## config.mk

```make
export PLATFORM = sky130hd
export DESIGN_NAME = mk_firm_version_selector_flat
export DESIGN_NICKNAME = d
export VERILOG_FILES = /design/src/hdl/mkfvs_pkg.sv /design/src/hdl/mkfvs_ifs.sv /design/src/hdl/mkfvs_dp.sv /design/src/hdl/mkfvs_ctrl.sv /design/src/hdl/mk_firm_version_selector.sv /design/src/flat_wrapper.sv
export SDC_FILE = /design/constraint.sdc
export NUM_CORES = 1
export LEC_CHECK = 0
export BUFFER_PORTS_ARGS = -buffer_cell sky130_fd_sc_hd__buf_2
export CORE_ASPECT_RATIO = 1.5
export CORE_MARGIN = 10
export CORE_UTILIZATION = 55
export DETAILED_ROUTE_END_ITERATION = 10
export HOLD_SLACK_MARGIN = 0.05
export MAX_ROUTING_LAYER = met4
export PLACE_DENSITY = 0.72
export SYNTH_ARGS = -nofsm -noshare
export SYNTH_HDL_FRONTEND = slang
export SYNTH_SLANG_ARGS = --single-unit
export TNS_END_PERCENT = 30
```

## constraint.sdc

```tcl
create_clock -name clock -period 8.97 [get_ports clock]
set_clock_uncertainty 0.2 [all_clocks]
set_input_delay 1.794 -clock clock [delete_from_list [all_inputs] [get_ports clock]]
set_output_delay 1.794 -clock clock [all_outputs]
set_load 0.005 [all_outputs]
```

## src/hdl/mkfvs_pkg.sv

```systemverilog
package mkfvs_pkg;

   localparam int MAX_WINDOW = 64;
   localparam int PATTERN_W  = 64;
   localparam int K_LIMIT    = (MAX_WINDOW < PATTERN_W) ? MAX_WINDOW : PATTERN_W;

   localparam int PTR_W     = 6;
   localparam int CNT_W     = 7;
   localparam int CSR_W     = 7;
   localparam int CSR_IDX_W = 2;
   localparam int TECH_W    = 3;
   localparam int CMD_W     = 2;
   localparam int VER_W     = 2;

   localparam logic [CNT_W-1:0] K_LIMIT_V = CNT_W'(K_LIMIT);

   typedef enum logic [CMD_W-1:0] {
      CMD_JOB       = 2'd0,
      CMD_REPORT    = 2'd1,
      CMD_START     = 2'd2,
      CMD_REPLENISH = 2'd3
   } cmd_type;

   localparam logic [TECH_W-1:0] TECH_NONE          = 3'd0;
   localparam logic [TECH_W-1:0] TECH_STATIC_RETRY  = 3'd1;
   localparam logic [TECH_W-1:0] TECH_STATIC_DETECT = 3'd2;
   localparam logic [TECH_W-1:0] TECH_DYN_RETRY     = 3'd3;
   localparam logic [TECH_W-1:0] TECH_DYN_DETECT    = 3'd4;

   localparam logic [VER_W-1:0] VER_BASIC   = 2'd0;
   localparam logic [VER_W-1:0] VER_DETECT  = 2'd1;
   localparam logic [VER_W-1:0] VER_CORRECT = 2'd2;

   localparam logic [CSR_IDX_W-1:0] CSR_REQUIRED_M  = 2'd0;
   localparam logic [CSR_IDX_W-1:0] CSR_WINDOW_K    = 2'd1;
   localparam logic [CSR_IDX_W-1:0] CSR_TECHNIQUE   = 2'd2;
   localparam logic [CSR_IDX_W-1:0] CSR_PATTERN_KIND = 2'd3;

   typedef enum logic [1:0] {
      ST_IDLE,
      ST_BUILD,
      ST_RESULT
   } state_type;

   typedef struct packed {
      logic exec;
      logic build_init;
      logic build_step;
      logic load_out;
   } dp_cmd_type;

   typedef struct packed {
      logic starts_build;
      logic build_last;
      logic out_free;
   } dp_status_type;

endpackage

```

## src/hdl/mkfvs_ifs.sv

```systemverilog
interface mkfvs_req_if;
   import mkfvs_pkg::*;

   logic             valid;
   logic             ready;
   logic [CMD_W-1:0] cmd;
   logic             fault_seen;

   modport source (output valid, output cmd, output fault_seen, input ready);
   modport sink (input valid, input cmd, input fault_seen, output ready);
endinterface

interface mkfvs_rsp_if;
   import mkfvs_pkg::*;

   logic             valid;
   logic             ready;
   logic             release_res;
   logic [VER_W-1:0] version;
   logic             rejected;

   modport source (output valid, output release_res, output version, output rejected,
                   input ready);
   modport sink (input valid, input release_res, input version, input rejected,
                 output ready);
endinterface

```

## src/hdl/mkfvs_dp.sv

```systemverilog
module mkfvs_dp import mkfvs_pkg::*; (
   input  logic                 clock,
   input  logic                 reset,
   input  logic                 csr_we,
   input  logic [CSR_IDX_W-1:0] csr_index,
   input  logic [CSR_W-1:0]     csr_wdata,
   input  logic [CMD_W-1:0]     req_cmd,
   input  logic                 req_fault_seen,
   input  dp_cmd_type           dp_cmd,
   output dp_status_type        dp_status,
   input  logic                 rsp_ready,
   output logic                 rsp_valid,
   output logic                 rsp_release_res,
   output logic [VER_W-1:0]     rsp_version,
   output logic                 rsp_rejected
);

   logic [CNT_W-1:0]     required_m_ff, required_m_in;
   logic [CNT_W-1:0]     window_k_ff, window_k_in;
   logic [TECH_W-1:0]    technique_ff, technique_in;
   logic                 pattern_kind_ff, pattern_kind_in;

   logic [PATTERN_W-1:0] pattern_ff, pattern_in;
   logic [PTR_W-1:0]     bit_pointer_ff, bit_pointer_in;
   logic [CNT_W-1:0]     zero_tol_ff, zero_tol_in;
   logic [CNT_W-1:0]     one_tol_ff, one_tol_in;
   logic [CNT_W-1:0]     zero_reload_ff, zero_reload_in;
   logic [CNT_W-1:0]     one_reload_ff, one_reload_in;

   logic [PTR_W-1:0]     j_ff, j_in;
   logic [CNT_W-1:0]     r_ff, r_in;
   logic                 in_ones_ff, in_ones_in;
   logic                 done_ff, done_in;

   logic                 res_rel_ff, res_rel_in;
   logic [VER_W-1:0]     res_ver_ff, res_ver_in;
   logic                 res_rej_ff, res_rej_in;

   logic                 rsp_valid_ff, rsp_valid_in;
   logic                 out_rel_ff, out_rel_in;
   logic [VER_W-1:0]     out_ver_ff, out_ver_in;
   logic                 out_rej_ff, out_rej_in;

   logic [CNT_W-1:0]     eff_k;
   logic                 m_gt_k;
   logic [CNT_W-1:0]     zeros;
   logic                 is_static, is_dynamic;
   logic [CNT_W-1:0]     ptr_inc;
   logic [CNT_W-1:0]     j_ext;
   logic                 bit_one;
   logic [CNT_W:0]       r_sum;
   logic [CNT_W:0]       r_wrap;
   logic [CNT_W-1:0]     zr_step, or_step;
   logic                 in_ones_step, done_step;

   // effective window: 0 reads as 1, saturate at the limit
   always_comb begin
      if (window_k_ff == '0) begin
         eff_k = CNT_W'(1);
      end else if (window_k_ff > K_LIMIT_V) begin
         eff_k = K_LIMIT_V;
      end else begin
         eff_k = window_k_ff;
      end
   end

   assign m_gt_k     = required_m_ff > eff_k;
   assign zeros      = eff_k - required_m_ff;
   assign is_static  = (technique_ff == TECH_STATIC_RETRY) || (technique_ff == TECH_STATIC_DETECT);
   assign is_dynamic = (technique_ff == TECH_DYN_RETRY) || (technique_ff == TECH_DYN_DETECT);
   assign ptr_inc    = {1'b0, bit_pointer_ff} + CNT_W'(1);
   assign j_ext      = {1'b0, j_ff};

   // E pattern: r tracks (j*z) mod k; bit 0 if z>0 and (r=0 or k-r<z)
   always_comb begin
      if (!pattern_kind_ff) begin
         bit_one = j_ext >= zeros;
      end else begin
         bit_one = (zeros == '0) || ((r_ff != '0) && ((eff_k - r_ff) >= zeros));
      end
   end

   assign r_sum  = {1'b0, r_ff} + {1'b0, zeros};
   assign r_wrap = (r_sum >= {1'b0, eff_k}) ? (r_sum - {1'b0, eff_k}) : r_sum;

   // leading zero run, then the first run of ones
   always_comb begin
      zr_step      = zero_reload_ff;
      or_step      = one_reload_ff;
      in_ones_step = in_ones_ff;
      done_step    = done_ff;
      if (!done_ff) begin
         if (!bit_one) begin
            if (in_ones_ff) begin
               done_step = 1'b1;
            end else begin
               zr_step = zero_reload_ff + CNT_W'(1);
            end
         end else begin
            in_ones_step = 1'b1;
            or_step      = one_reload_ff + CNT_W'(1);
         end
      end
   end

   assign dp_status.starts_build = (cmd_type'(req_cmd) == CMD_START) && !m_gt_k;
   assign dp_status.build_last   = j_ext == (eff_k - CNT_W'(1));
   assign dp_status.out_free     = !rsp_valid_ff || rsp_ready;

   always_comb begin
      required_m_in   = required_m_ff;
      window_k_in     = window_k_ff;
      technique_in    = technique_ff;
      pattern_kind_in = pattern_kind_ff;
      pattern_in      = pattern_ff;
      bit_pointer_in  = bit_pointer_ff;
      zero_tol_in     = zero_tol_ff;
      one_tol_in      = one_tol_ff;
      zero_reload_in  = zero_reload_ff;
      one_reload_in   = one_reload_ff;
      j_in            = j_ff;
      r_in            = r_ff;
      in_ones_in      = in_ones_ff;
      done_in         = done_ff;
      res_rel_in      = res_rel_ff;
      res_ver_in      = res_ver_ff;
      res_rej_in      = res_rej_ff;
      rsp_valid_in    = rsp_valid_ff;
      out_rel_in      = out_rel_ff;
      out_ver_in      = out_ver_ff;
      out_rej_in      = out_rej_ff;

      if (csr_we) begin
         unique case (csr_index)
            CSR_REQUIRED_M:   required_m_in   = csr_wdata;
            CSR_WINDOW_K:     window_k_in     = csr_wdata;
            CSR_TECHNIQUE:    technique_in    = csr_wdata[TECH_W-1:0];
            CSR_PATTERN_KIND: pattern_kind_in = csr_wdata[0];
         endcase
      end

      if (dp_cmd.exec) begin
         res_rel_in = 1'b0;
         res_ver_in = VER_BASIC;
         res_rej_in = 1'b0;
         unique case (cmd_type'(req_cmd))
            CMD_JOB: begin
               res_rel_in = 1'b1;
               if (is_static) begin
                  bit_pointer_in = (ptr_inc >= eff_k) ? '0 : ptr_inc[PTR_W-1:0];
                  if (pattern_ff[bit_pointer_ff]) begin
                     res_ver_in = (technique_ff == TECH_STATIC_RETRY) ? VER_CORRECT
                                                                      : VER_DETECT;
                  end
               end else if (is_dynamic) begin
                  if (zero_tol_ff != '0) begin
                     res_ver_in = VER_DETECT;
                  end else begin
                     res_ver_in = (technique_ff == TECH_DYN_RETRY) ? VER_CORRECT : VER_DETECT;
                     if (one_tol_ff != '0) begin
                        one_tol_in = one_tol_ff - CNT_W'(1);
                     end
                  end
               end
            end
            CMD_REPORT: begin
               if (req_fault_seen) begin
                  if (technique_ff == TECH_STATIC_DETECT) begin
                     res_rel_in = 1'b1;
                     res_ver_in = VER_CORRECT;
                  end else if (is_dynamic) begin
                     if (zero_tol_ff != '0) begin
                        zero_tol_in = zero_tol_ff - CNT_W'(1);
                     end else begin
                        res_rel_in = 1'b1;
                        res_ver_in = VER_CORRECT;
                     end
                  end
               end
            end
            CMD_START: begin
               res_rej_in = m_gt_k;
            end
            CMD_REPLENISH: begin
               zero_tol_in = zero_reload_ff;
               one_tol_in  = one_reload_ff;
            end
         endcase
      end

      if (dp_cmd.build_init) begin
         pattern_in     = '0;
         bit_pointer_in = '0;
         zero_reload_in = '0;
         one_reload_in  = '0;
         j_in           = '0;
         r_in           = '0;
         in_ones_in     = 1'b0;
         done_in        = 1'b0;
      end

      if (dp_cmd.build_step) begin
         pattern_in[j_ff] = bit_one;
         zero_reload_in   = zr_step;
         one_reload_in    = or_step;
         in_ones_in       = in_ones_step;
         done_in          = done_step;
         r_in             = r_wrap[CNT_W-1:0];
         j_in             = j_ff + PTR_W'(1);
         if (dp_status.build_last) begin
            zero_tol_in = zr_step;
            one_tol_in  = or_step;
         end
      end

      if (dp_cmd.load_out) begin
         rsp_valid_in = 1'b1;
         out_rel_in   = res_rel_ff;
         out_ver_in   = res_ver_ff;
         out_rej_in   = res_rej_ff;
      end else if (rsp_ready) begin
         rsp_valid_in = 1'b0;
      end
   end

   always_ff @(posedge clock) begin
      if (reset) begin
         required_m_ff   <= CNT_W'(1);
         window_k_ff     <= CNT_W'(1);
         technique_ff    <= TECH_NONE;
         pattern_kind_ff <= 1'b0;
         pattern_ff      <= '0;
         bit_pointer_ff  <= '0;
         zero_tol_ff     <= '0;
         one_tol_ff      <= '0;
         zero_reload_ff  <= '0;
         one_reload_ff   <= '0;
         rsp_valid_ff    <= 1'b0;
      end else begin
         required_m_ff   <= required_m_in;
         window_k_ff     <= window_k_in;
         technique_ff    <= technique_in;
         pattern_kind_ff <= pattern_kind_in;
         pattern_ff      <= pattern_in;
         bit_pointer_ff  <= bit_pointer_in;
         zero_tol_ff     <= zero_tol_in;
         one_tol_ff      <= one_tol_in;
         zero_reload_ff  <= zero_reload_in;
         one_reload_ff   <= one_reload_in;
         rsp_valid_ff    <= rsp_valid_in;
      end
   end

   always_ff @(posedge clock) begin
      j_ff       <= j_in;
      r_ff       <= r_in;
      in_ones_ff <= in_ones_in;
      done_ff    <= done_in;
      res_rel_ff <= res_rel_in;
      res_ver_ff <= res_ver_in;
      res_rej_ff <= res_rej_in;
      out_rel_ff <= out_rel_in;
      out_ver_ff <= out_ver_in;
      out_rej_ff <= out_rej_in;
   end

   assign rsp_valid       = rsp_valid_ff;
   assign rsp_release_res = out_rel_ff;
   assign rsp_version     = out_ver_ff;
   assign rsp_rejected    = out_rej_ff;

   a_build_only_when_fits: assert property (@(posedge clock) disable iff (reset)
      dp_cmd.build_step |-> !m_gt_k)
      else $error("pattern build running with m above k");

   a_pointer_cleared_by_build: assert property (@(posedge clock) disable iff (reset)
      (dp_cmd.build_step && dp_status.build_last) |=> (bit_pointer_ff == '0))
      else $error("bit pointer not cleared after build");

   a_reloads_fit_window: assert property (@(posedge clock) disable iff (reset)
      (dp_cmd.build_step && dp_status.build_last) |=>
         (({1'b0, zero_reload_ff} + {1'b0, one_reload_ff}) <= {1'b0, eff_k}))
      else $error("tolerance reloads exceed window");

endmodule

```

## src/hdl/mkfvs_ctrl.sv

```systemverilog
module mkfvs_ctrl import mkfvs_pkg::*; (
   input  logic          clock,
   input  logic          reset,
   input  logic          req_valid,
   output logic          req_ready,
   output dp_cmd_type    dp_cmd,
   input  dp_status_type dp_status
);

   state_type state_ff, state_in;

   always_ff @(posedge clock) begin
      if (reset) begin
         state_ff <= ST_IDLE;
      end else begin
         state_ff <= state_in;
      end
   end

   always_comb begin
      state_in  = state_ff;
      dp_cmd    = '0;
      req_ready = 1'b0;
      unique case (state_ff)
         ST_IDLE: begin
            req_ready = 1'b1;
            if (req_valid) begin
               dp_cmd.exec = 1'b1;
               if (dp_status.starts_build) begin
                  dp_cmd.build_init = 1'b1;
                  state_in          = ST_BUILD;
               end else begin
                  state_in = ST_RESULT;
               end
            end
         end
         ST_BUILD: begin
            // one pattern bit per cycle
            dp_cmd.build_step = 1'b1;
            if (dp_status.build_last) begin
               state_in = ST_RESULT;
            end
         end
         ST_RESULT: begin
            if (dp_status.out_free) begin
               dp_cmd.load_out = 1'b1;
               state_in        = ST_IDLE;
            end
         end
         default: begin
            state_in = ST_IDLE;
         end
      endcase
   end

endmodule

```

## src/hdl/mk_firm_version_selector.sv

```systemverilog
// (m,k)-firm version selector for one protected task. Each request word carries a command:
// job request, end-of-detection report, start (build the k-bit pattern from required_m,
// window_k and pattern_kind, or reject it when required_m exceeds the window) or
// replenish; each produces exactly one response word with the release flag, the version
// and the start-rejected flag. A word's result is registered, then copied into the
// response register once it is free; a start word that is not rejected first runs the build
// walk over the effective window k, which produces one pattern bit per cycle and the
// tolerance reload counts. One word is in work at a time; a finished response may wait in
// the output register while the next word is accepted, and a word whose response finds it
// still full waits until it drains. Registers are written through csr_we/csr_index/csr_wdata;
// the user must write them only while no word is in work, which the block does not enforce.
module mk_firm_version_selector import mkfvs_pkg::*; (
   input  logic                 clock,
   input  logic                 reset,
   mkfvs_req_if.sink            req_chan,
   mkfvs_rsp_if.source          rsp_chan,
   input  logic                 csr_we,
   input  logic [CSR_IDX_W-1:0] csr_index,
   input  logic [CSR_W-1:0]     csr_wdata
);

   dp_cmd_type    dp_cmd;
   dp_status_type dp_status;

   mkfvs_ctrl u_ctrl (
      .clock     (clock),
      .reset     (reset),
      .req_valid (req_chan.valid),
      .req_ready (req_chan.ready),
      .dp_cmd    (dp_cmd),
      .dp_status (dp_status)
   );

   mkfvs_dp u_dp (
      .clock           (clock),
      .reset           (reset),
      .csr_we          (csr_we),
      .csr_index       (csr_index),
      .csr_wdata       (csr_wdata),
      .req_cmd         (req_chan.cmd),
      .req_fault_seen  (req_chan.fault_seen),
      .dp_cmd          (dp_cmd),
      .dp_status       (dp_status),
      .rsp_ready       (rsp_chan.ready),
      .rsp_valid       (rsp_chan.valid),
      .rsp_release_res (rsp_chan.release_res),
      .rsp_version     (rsp_chan.version),
      .rsp_rejected    (rsp_chan.rejected)
   );

endmodule
```

## src/flat_wrapper.sv

```systemverilog
// flat-port wrapper written by rule: the top's interface ports become plain ports
module mk_firm_version_selector_flat import mkfvs_pkg::*;
  (clock, reset, csr_we, csr_index, csr_wdata, req_chan_valid, req_chan_cmd, req_chan_fault_seen, req_chan_ready, rsp_chan_valid, rsp_chan_release_res, rsp_chan_version, rsp_chan_rejected, rsp_chan_ready);
  mkfvs_req_if req_chan_i ();
  mkfvs_rsp_if rsp_chan_i ();
  input  logic clock;
  input  logic reset;
  input  logic csr_we;
  input  logic [CSR_IDX_W-1:0] csr_index;
  input  logic [CSR_W-1:0] csr_wdata;
  input wire logic [$bits(req_chan_i.valid)-1:0] req_chan_valid;
  input wire logic [$bits(req_chan_i.cmd)-1:0] req_chan_cmd;
  input wire logic [$bits(req_chan_i.fault_seen)-1:0] req_chan_fault_seen;
  output wire logic [$bits(req_chan_i.ready)-1:0] req_chan_ready;
  output wire logic [$bits(rsp_chan_i.valid)-1:0] rsp_chan_valid;
  output wire logic [$bits(rsp_chan_i.release_res)-1:0] rsp_chan_release_res;
  output wire logic [$bits(rsp_chan_i.version)-1:0] rsp_chan_version;
  output wire logic [$bits(rsp_chan_i.rejected)-1:0] rsp_chan_rejected;
  input wire logic [$bits(rsp_chan_i.ready)-1:0] rsp_chan_ready;
  assign req_chan_i.valid = req_chan_valid;
  assign req_chan_i.cmd = req_chan_cmd;
  assign req_chan_i.fault_seen = req_chan_fault_seen;
  assign req_chan_ready = req_chan_i.ready;
  assign rsp_chan_valid = rsp_chan_i.valid;
  assign rsp_chan_release_res = rsp_chan_i.release_res;
  assign rsp_chan_version = rsp_chan_i.version;
  assign rsp_chan_rejected = rsp_chan_i.rejected;
  assign rsp_chan_i.ready = rsp_chan_ready;
  mk_firm_version_selector u_core (.clock(clock), .reset(reset), .req_chan(req_chan_i), .rsp_chan(rsp_chan_i), .csr_we(csr_we), .csr_index(csr_index), .csr_wdata(csr_wdata));
endmodule
```

==> results.py, run 1 <==
metrics = {
    "route": {
        "num_vias": 7522,
        "vias_per_cell": 6.33,
        "finalWirelength_um": 22200,
        "ant_nets": 0,
        "met3_length_um": 1120,
        "drcViolationCount": 0,
        "wl_per_cell_um": 18.7,
        "m1WireLength_um": 8830,
        "top_layer": "met4",
        "drtPass1Iterations": 5,
        "dr_wl_met2_um": 11500,
        "dr.first_iter.drc_count": 661,
    },
    "pwr": {
        "ir_worst_vdd_mv": 0.100,
        "internal_power_uw": 1180,
        "power_uw": 1710,
        "sequentialPowerShare": 0.359,
        "p_sw_uw": 530,
        "powerDensity_mw_per_mm2": 186,
        "power_frac_clock": 0.408,
        "combPwrFrac": 0.232,
        "p_leak_uw": 0.00333,
        "p_sw_frac": 0.310,
    },
    "global_route": {
        "grt_pass1_wl_um": 36100,
        "grtUsageTotal": 0.221,
        "grt_max_degree": 102,
        "grt_overflow_total": 0,
        "antenna_found_initial": 0,
        "grt_pass1_vias": 7126,
    },
    "place": {
        "place_congestion": 0.959,
        "dpl.hpwl_um": 15100,
        "dp_cells": 1156,
        "pre_cts_ws_ns": 3.78,
        "numPortBuffers": 22,
    },
    "clock_network": {
        "h-tree-depth": 4,
        "cts_root_buf": "clkbuf_16",
        "cts_tree": "done",
        "ctsHoldBuffers": 0,
        "cts_made_buffers": 17,
        "clk_latency_ns": 0.42,
        "cts_resized": 0,
        "clkTransAtPathRegs_ns": 0.06,
        "clock_sinks": 128,
        "postCtsSetupBuffers": 0,
        "cts_buffer_depth": 2,
    },
    "logic_synthesis": {
        "syn_avg_cell_area_um2": 8.50,
        "synth_top_area_share": 0.250,
        "syn_area_mm2": 0.00840,
        "synth_area_leaders": "dfxtp_1 25%, edfxtp_1 8.2%, ha_1 6.9%, mux4_2 5.6%, a21oi_1 5.4%",
        "yosys_most_used_dff": "dfxtp_1",
        "yosys_warnings": 0,
        "syn_inst": 989,
        "synth_common_cells": "105 x dfxtp_1, 90 x a21oi_1, 84 x nor2_1",
        "synth_nets": 1056,
        "ys_ff_latch": 128,
        "yosys.area.top_type": "dfxtp_1",
        "synth_cell_types": 70,
        "seq_area_frac_synth": 0.332,
        "synthArstFlopShare": 0,
        "synth_most_common_cell": "dfxtp_1",
        "synth_edf_count": 23,
    },
    "run": {
        "drv_cap": 0,
    },
    "setup_path": {
        "end_kind": "flop",
        "cp.arrival_ns": 5.24,
        "cp-start-kind": "flop",
        "rr_startpoint": "u_core.u_dp.window_k_ff[2]$_SDFFE_PP0P_",
        "crit_required_ns": 8.93,
        "path_max_fanout": 8,
        "path_class": "flop to flop",
        "crit_path_start": "u_core.u_dp.window_k_ff[2]$_SDFFE_PP0P_",
    },
    "sta": {
        "rsz0062_at_grt": "false",
        "whs_ns": 0.221,
        "finalSetupViolCount": 0,
        "fin_ws_ns": 3.69,
        "max_slew_margin": 0.223,
        "finalCriticalPeriod_ns": 5.28,
        "post-route-period-util": 0.588,
        "fmax_ghz": 0.189,
        "hold_viol_final": 0,
        "worst_slew_pin_slew_ns": 1.16,
        "slew_viol_final": 0,
        "tns_ns": 0,
    },
    "floorplanning": {
        "num_rows": 55,
        "io_pins": 23,
        "fp.coreArea_mm2": 0.0151,
        "start_util": 0.557,
        "die_y_um": 171,
        "dieArea_mm2": 0.0207,
        "fp.dieW_um": 121,
    },
    "status": {
        "status": "finished clean",
    },
    "finish": {
        "final_layout_size_suffix_gt1_frac": 0.103,
        "diodes": 0,
        "nets": 1043,
        "synthToLayoutAreaGrowth_pct": 9.69,
        "finalNonFillerCells": 1188,
    },
    "worst_hold_path": {
        "hold_class": "flop to flop",
        "min_from": "u_core.u_dp.res_rel_ff$_DFFE_PP_",
    },
}
-- layout make-up --
| type | count | area, µm² |
|---|---|---|
| Clock buffer | 18 | 429 |
| Clock inverter | 14 | 165 |
| Fill cell | 1342 | 5850 |
| Inverter | 46 | 173 |
| Multi-Input combinational cell | 751 | 5220 |
| Sequential cell | 128 | 2790 |
| Tap cell | 199 | 249 |
| Timing Repair Buffer | 32 | 188 |
-- cell usage in the layout, fill, tap and decap left out, types with 12 or more instances in the layout --
master     synthesis  routed
a21o_1            12      12
a21oi_1           90      90
buf_2              8      21
clkbuf_16          0      17
dfxtp_1          105     105
edfxtp_1          23      23
ha_1              46      46
inv_1             41      41
mux2i_1           20      20
mux4_2            21      21
nand2_1           76      76
nand2b_1          16      16
nand3_1           72      72
nor2_1            84      84
nor3_1            25      25
o211ai_1          28      28
o21ai_0           41      41
or3_1             28      28
xnor2_1           18      18
xor2_1            14      14
-- registers in the layout, indices dropped and copies added (netlist names), 2 cells and up --
name,cells
u_core.u_ctrl.state_ff,2
u_core.u_dp.technique_ff,3
u_core.u_dp.j_ff,6
u_core.u_dp.window_k_ff,7
u_core.u_dp.bit_pointer_ff,6
u_core.u_dp.res_ver_ff,2
u_core.u_dp.required_m_ff,7
u_core.u_dp.r_ff,7
u_core.u_dp.zero_reload_ff,7
u_core.u_dp.zero_tol_ff,7
u_core.u_dp.rsp_version,2
u_core.u_dp.pattern_ff,64
-- metrics by stage --
step | cell area (µm²) | utilization
floorplan | 8400 | -
global placement | 8620 | 0.572
detailed placement | 8620 | 0.572
CTS | 9220 | 0.612
global route | 9220 | 0.612
finish | 9220 | 0.612
-- power by group through the flow --
stage,clock network [µW],logic (µW),registers [µW]
2_1_floorplan,0,310,617
3_3_place_gp,0,386,626
3_5_place_dp,0,389,626
4_1_cts,705,395,614
5_1_grt,730,438,616
6_report,699,398,615
-- critical path: stages, from the launching register on --
cell and delay (ns):
dfxtp_1 0.35, nor2_1 0.25, a21oi_1 0.15, nor2_1 0.22, inv_1 0.12, ha_1 0.23, fa_1 0.40, nand2b_1 0.18
a21oi_1 0.17, xor2_1 0.40, ha_1 0.33, a21oi_1 0.16, o21ai_0 0.16, xor2_1 0.19, ha_1 0.35, o21ai_0 0.10
nand2b_1 0.07, a21oi_1 0.67, mux2i_1 0.27, nor2_1 0.05
-- final timing paths --
path,depth (start not counted),slack [ns],endpoint
worst max-delay path,19,3.69,u_core.u_dp.r_ff[1]$_SDFFCE_PN0P_
worst max register to register,19,3.69,u_core.u_dp.r_ff[1]$_SDFFCE_PN0P_
worst min-delay path,0,0.22,u_core.u_dp.rsp_release_res$_DFFE_PP_
worst min register to register,0,0.22,u_core.u_dp.rsp_release_res$_DFFE_PP_
-- metal layers --
| layer | GRT usage | vias up |
|---|---|---|
| met5 | - | - |
| met2 | 0.381 | 251 |
| met1 | 0.245 | 3593 |
| li1 | - | 3623 |
| met3 | 0.0351 | 55 |
| met4 | 0.0995 | 0 |
-- logic make-up (layout without fill, tap and decap cells) --
group / count (synthesis) / in the layout / synth area share
compound gates: 267 / 267 / 0.211
xor+xnor: 32 / 32 / 0.0334
fa+ha+maj: 51 / 51 / 0.0792
buf+inv: 110 / 110 / 0.0530
flops: 128 / 128 / 0.332
mux: 44 / 44 / 0.0841
simple gates: 357 / 357 / 0.207
(Power assumes the default switching activity.)
==> inputs of run 2 (changes only) <==
==> constraint.sdc (replaced) <==
create_clock -name clock -period 5.3 [get_ports clock]
set_clock_uncertainty 0.2 [all_clocks]
set_input_delay 1.06 -clock clock [delete_from_list [all_inputs] [get_ports clock]]
set_output_delay 1.06 -clock clock [all_outputs]
set_load 0.005 [all_outputs]
==> run 2 against run 1 <==
Die area unchanged. Critical path depth increased by 1. Design area increased by 0.12%. Largest cell class unchanged. Highest routed layer unchanged.
==> results.py, run 2 (synthesis results as in run 1) <==
metrics = {
    "route": {
        "finalWirelength_um": 22100,
        "dr.first_iter.drc_count": 547,
        "ant_nets": 0,
        "drcViolationCount": 0,
        "vias_per_cell": 6.29,
        "num_vias": 7493,
        "wl_per_cell_um": 18.5,
        "drtPass1Iterations": 5,
    },
    "clock_network": {
        "cts_root_buf": "clkbuf_16",
        "h-tree-depth": 4,
        "cts_made_buffers": 17,
        "clk_latency_ns": 0.42,
        "clkTransAtPathRegs_ns": 0.06,
        "postCtsSetupBuffers": 0,
        "cts_buffer_depth": 2,
        "clock_sinks": 128,
        "cts_tree": "done",
    },
    "place": {
        "place_congestion": 0.913,
        "post_dp_cell_area_mm2": 0.00865,
        "dp_cells": 1161,
        "numPortBuffers": 22,
        "dpl.hpwl_um": 15200,
    },
    "floorplanning": {
        "io_pins": 23,
        "fp.dieW_um": 121,
        "fp.coreArea_mm2": 0.0151,
        "start_util": 0.557,
        "die_y_um": 171,
        "dieArea_mm2": 0.0207,
        "num_rows": 55,
    },
    "finish": {
        "largest_reg_flops": 64,
        "finalNonFillerCells": 1192,
        "nFillCells": 1335,
        "final_common_cell": "dfxtp_1",
        "synthToLayoutAreaGrowth_pct": 9.83,
        "design_area_mm2": 0.00923,
        "largest_register": "u_core.u_dp.pattern_ff",
        "nets": 1048,
        "final_layout_size_suffix_gt1_frac": 0.110,
        "diodes": 0,
        "mostFrequentLayoutCells": "105 x dfxtp_1, 90 x a21oi_1, 82 x nor2_1",
        "post-route-util": 0.612,
    },
    "sta": {
        "finalSetupViolCount": 0,
        "max_slew_margin": 0.268,
        "rsz0062_at_grt": "false",
        "worst_slew_pin_slew_ns": 1.10,
        "post-route-period-util": 0.902,
        "tns_ns": 0,
        "hold_viol_final": 0,
        "fmax_ghz": 0.209,
        "slew_viol_final": 0,
        "finalCriticalPeriod_ns": 4.78,
    },
    "setup_path": {
        "reg2reg_depth": 20,
        "cp_cell_sequence": "nor3_1, a21oi_1, nor2_2, inv_1, ha_1, fa_1, inv_1, ha_1, a21o_1, a21oi_1, xnor2_1, ha_1, a21oi_1, a21oi_1, o21ai_0, nand2b_1, a21oi_1, buf_4, mux2i_1, nor2_1",
        "cp_common_cell": "a21oi_1",
        "cp.arrival_ns": 4.74,
        "max_stage_delay_ns": 0.58,
        "r2r_setup_slack_ns": 0.52,
        "path_max_fanout": 9,
        "rr_startpoint": "u_core.u_dp.window_k_ff[4]$_SDFFE_PP0P_",
        "path_class": "flop to flop",
        "end_kind": "flop",
        "cp-start-kind": "flop",
        "crit_required_ns": 5.26,
        "worst_path_max_delay_cell": "fa_1",
        "crit_family": "adder cells",
        "cp.buffers_inverters": 3,
        "timing.rr.end": "u_core.u_dp.r_ff[1]$_SDFFCE_PN0P_",
    },
    "global_route": {
        "use_met1": 0.240,
        "grt_pass1_wl_um": 36600,
        "grt_overflow_total": 0,
        "met3_usage": 0.0312,
        "grt_max_degree": 63,
        "grtUsageTotal": 0.223,
        "grt_pass1_vias": 7261,
        "busiest_layer": "met2",
        "antenna_found_initial": 0,
        "use_met2": 0.398,
    },
    "worst_hold_path": {
        "min_from": "u_core.u_dp.res_rej_ff$_SDFFCE_PP0P_",
        "hold_depth": 0,
        "hold_class": "flop to flop",
        "holdPathEnd": "u_core.u_dp.rsp_rejected$_DFFE_PP_",
    },
    "status": {
        "status": "finished clean",
    },
    "pwr": {
        "ir_worst_vdd_mv": 0.180,
        "powerDensity_mw_per_mm2": 311,
        "power_uw": 2870,
        "p_leak_uw": 0.00336,
    },
    "run": {
        "drv_cap": 0,
    },
}
-- run 2: changes by cell type in the layout (fill, tap and decap cells not counted), moves of 2 or more --
cell      change
clkinv_4      -2
inv_4         +3
nor2_1        -2
inv_6         -2
clkbuf_1      +2
clkinv_1      -3
nor2_2        +2
buf_4         +5
clkinv_2      +2
-- run 2: report_power, final --
part,internal (µW),total (µW),switching [µW]
sequential,1010,1040,26.7
clock,716,1150,438
combinational,258,680,422
total,1990,2870,886
-- run 2: metal layers --
metal | part of all wire | wire, µm
met5 | 0 | 0
met2 | 0.53 | 11600
met1 | 0.41 | 8950
met4 | 0.032 | 700
met3 | 0.038 | 841
-- run 2: layout make-up --
cell class / instances / area [µm²] / area share
clock buffer: 21 / 462 / 0.0500
clock inverter: 10 / 110 / 0.0119
inverter: 46 / 173 / 0.0187
multi-input combinational: 751 / 5220 / 0.565
sequential: 128 / 2790 / 0.303
tap: 199 / 249 / 0.0270
timing repair buffer: 37 / 225 / 0.0244
-- run 2: worst max-delay path by stage --
stage               depth (start not counted)                                     from                                 to  slack (ns)
CTS                                        18  u_core.u_dp.window_k_ff[2]$_SDFFE_PP0P_  u_core.u_dp.r_ff[4]$_SDFFCE_PN0P_        0.42
global placement                           18  u_core.u_dp.window_k_ff[2]$_SDFFE_PP0P_  u_core.u_dp.r_ff[2]$_SDFFCE_PN0P_        0.56
floorplan                                  18  u_core.u_dp.window_k_ff[4]$_SDFFE_PP0P_  u_core.u_dp.r_ff[1]$_SDFFCE_PN0P_        0.59
finish                                     20  u_core.u_dp.window_k_ff[4]$_SDFFE_PP0P_  u_core.u_dp.r_ff[1]$_SDFFCE_PN0P_        0.52
detailed placement                         18  u_core.u_dp.window_k_ff[2]$_SDFFE_PP0P_  u_core.u_dp.r_ff[4]$_SDFFCE_PN0P_        0.45
global route                               20  u_core.u_dp.window_k_ff[4]$_SDFFE_PP0P_  u_core.u_dp.r_ff[2]$_SDFFCE_PN0P_        0.07
-- run 2: metrics by stage --
stage,hold slack [ns],setup slack [ns]
6_report,0.225,0.520
5_1_grt,0.239,0.0746
4_1_cts,0.226,0.420
3_5_place_dp,0.211,0.446
3_3_place_gp,0.207,0.564
2_1_floorplan,0.200,0.595
-- run 2: what timing repair did --
item / CTS / global route
setup endpoints to repair: 0 / 5
gates resized for setup: 0 / 2
hold buffers: 0 / 0
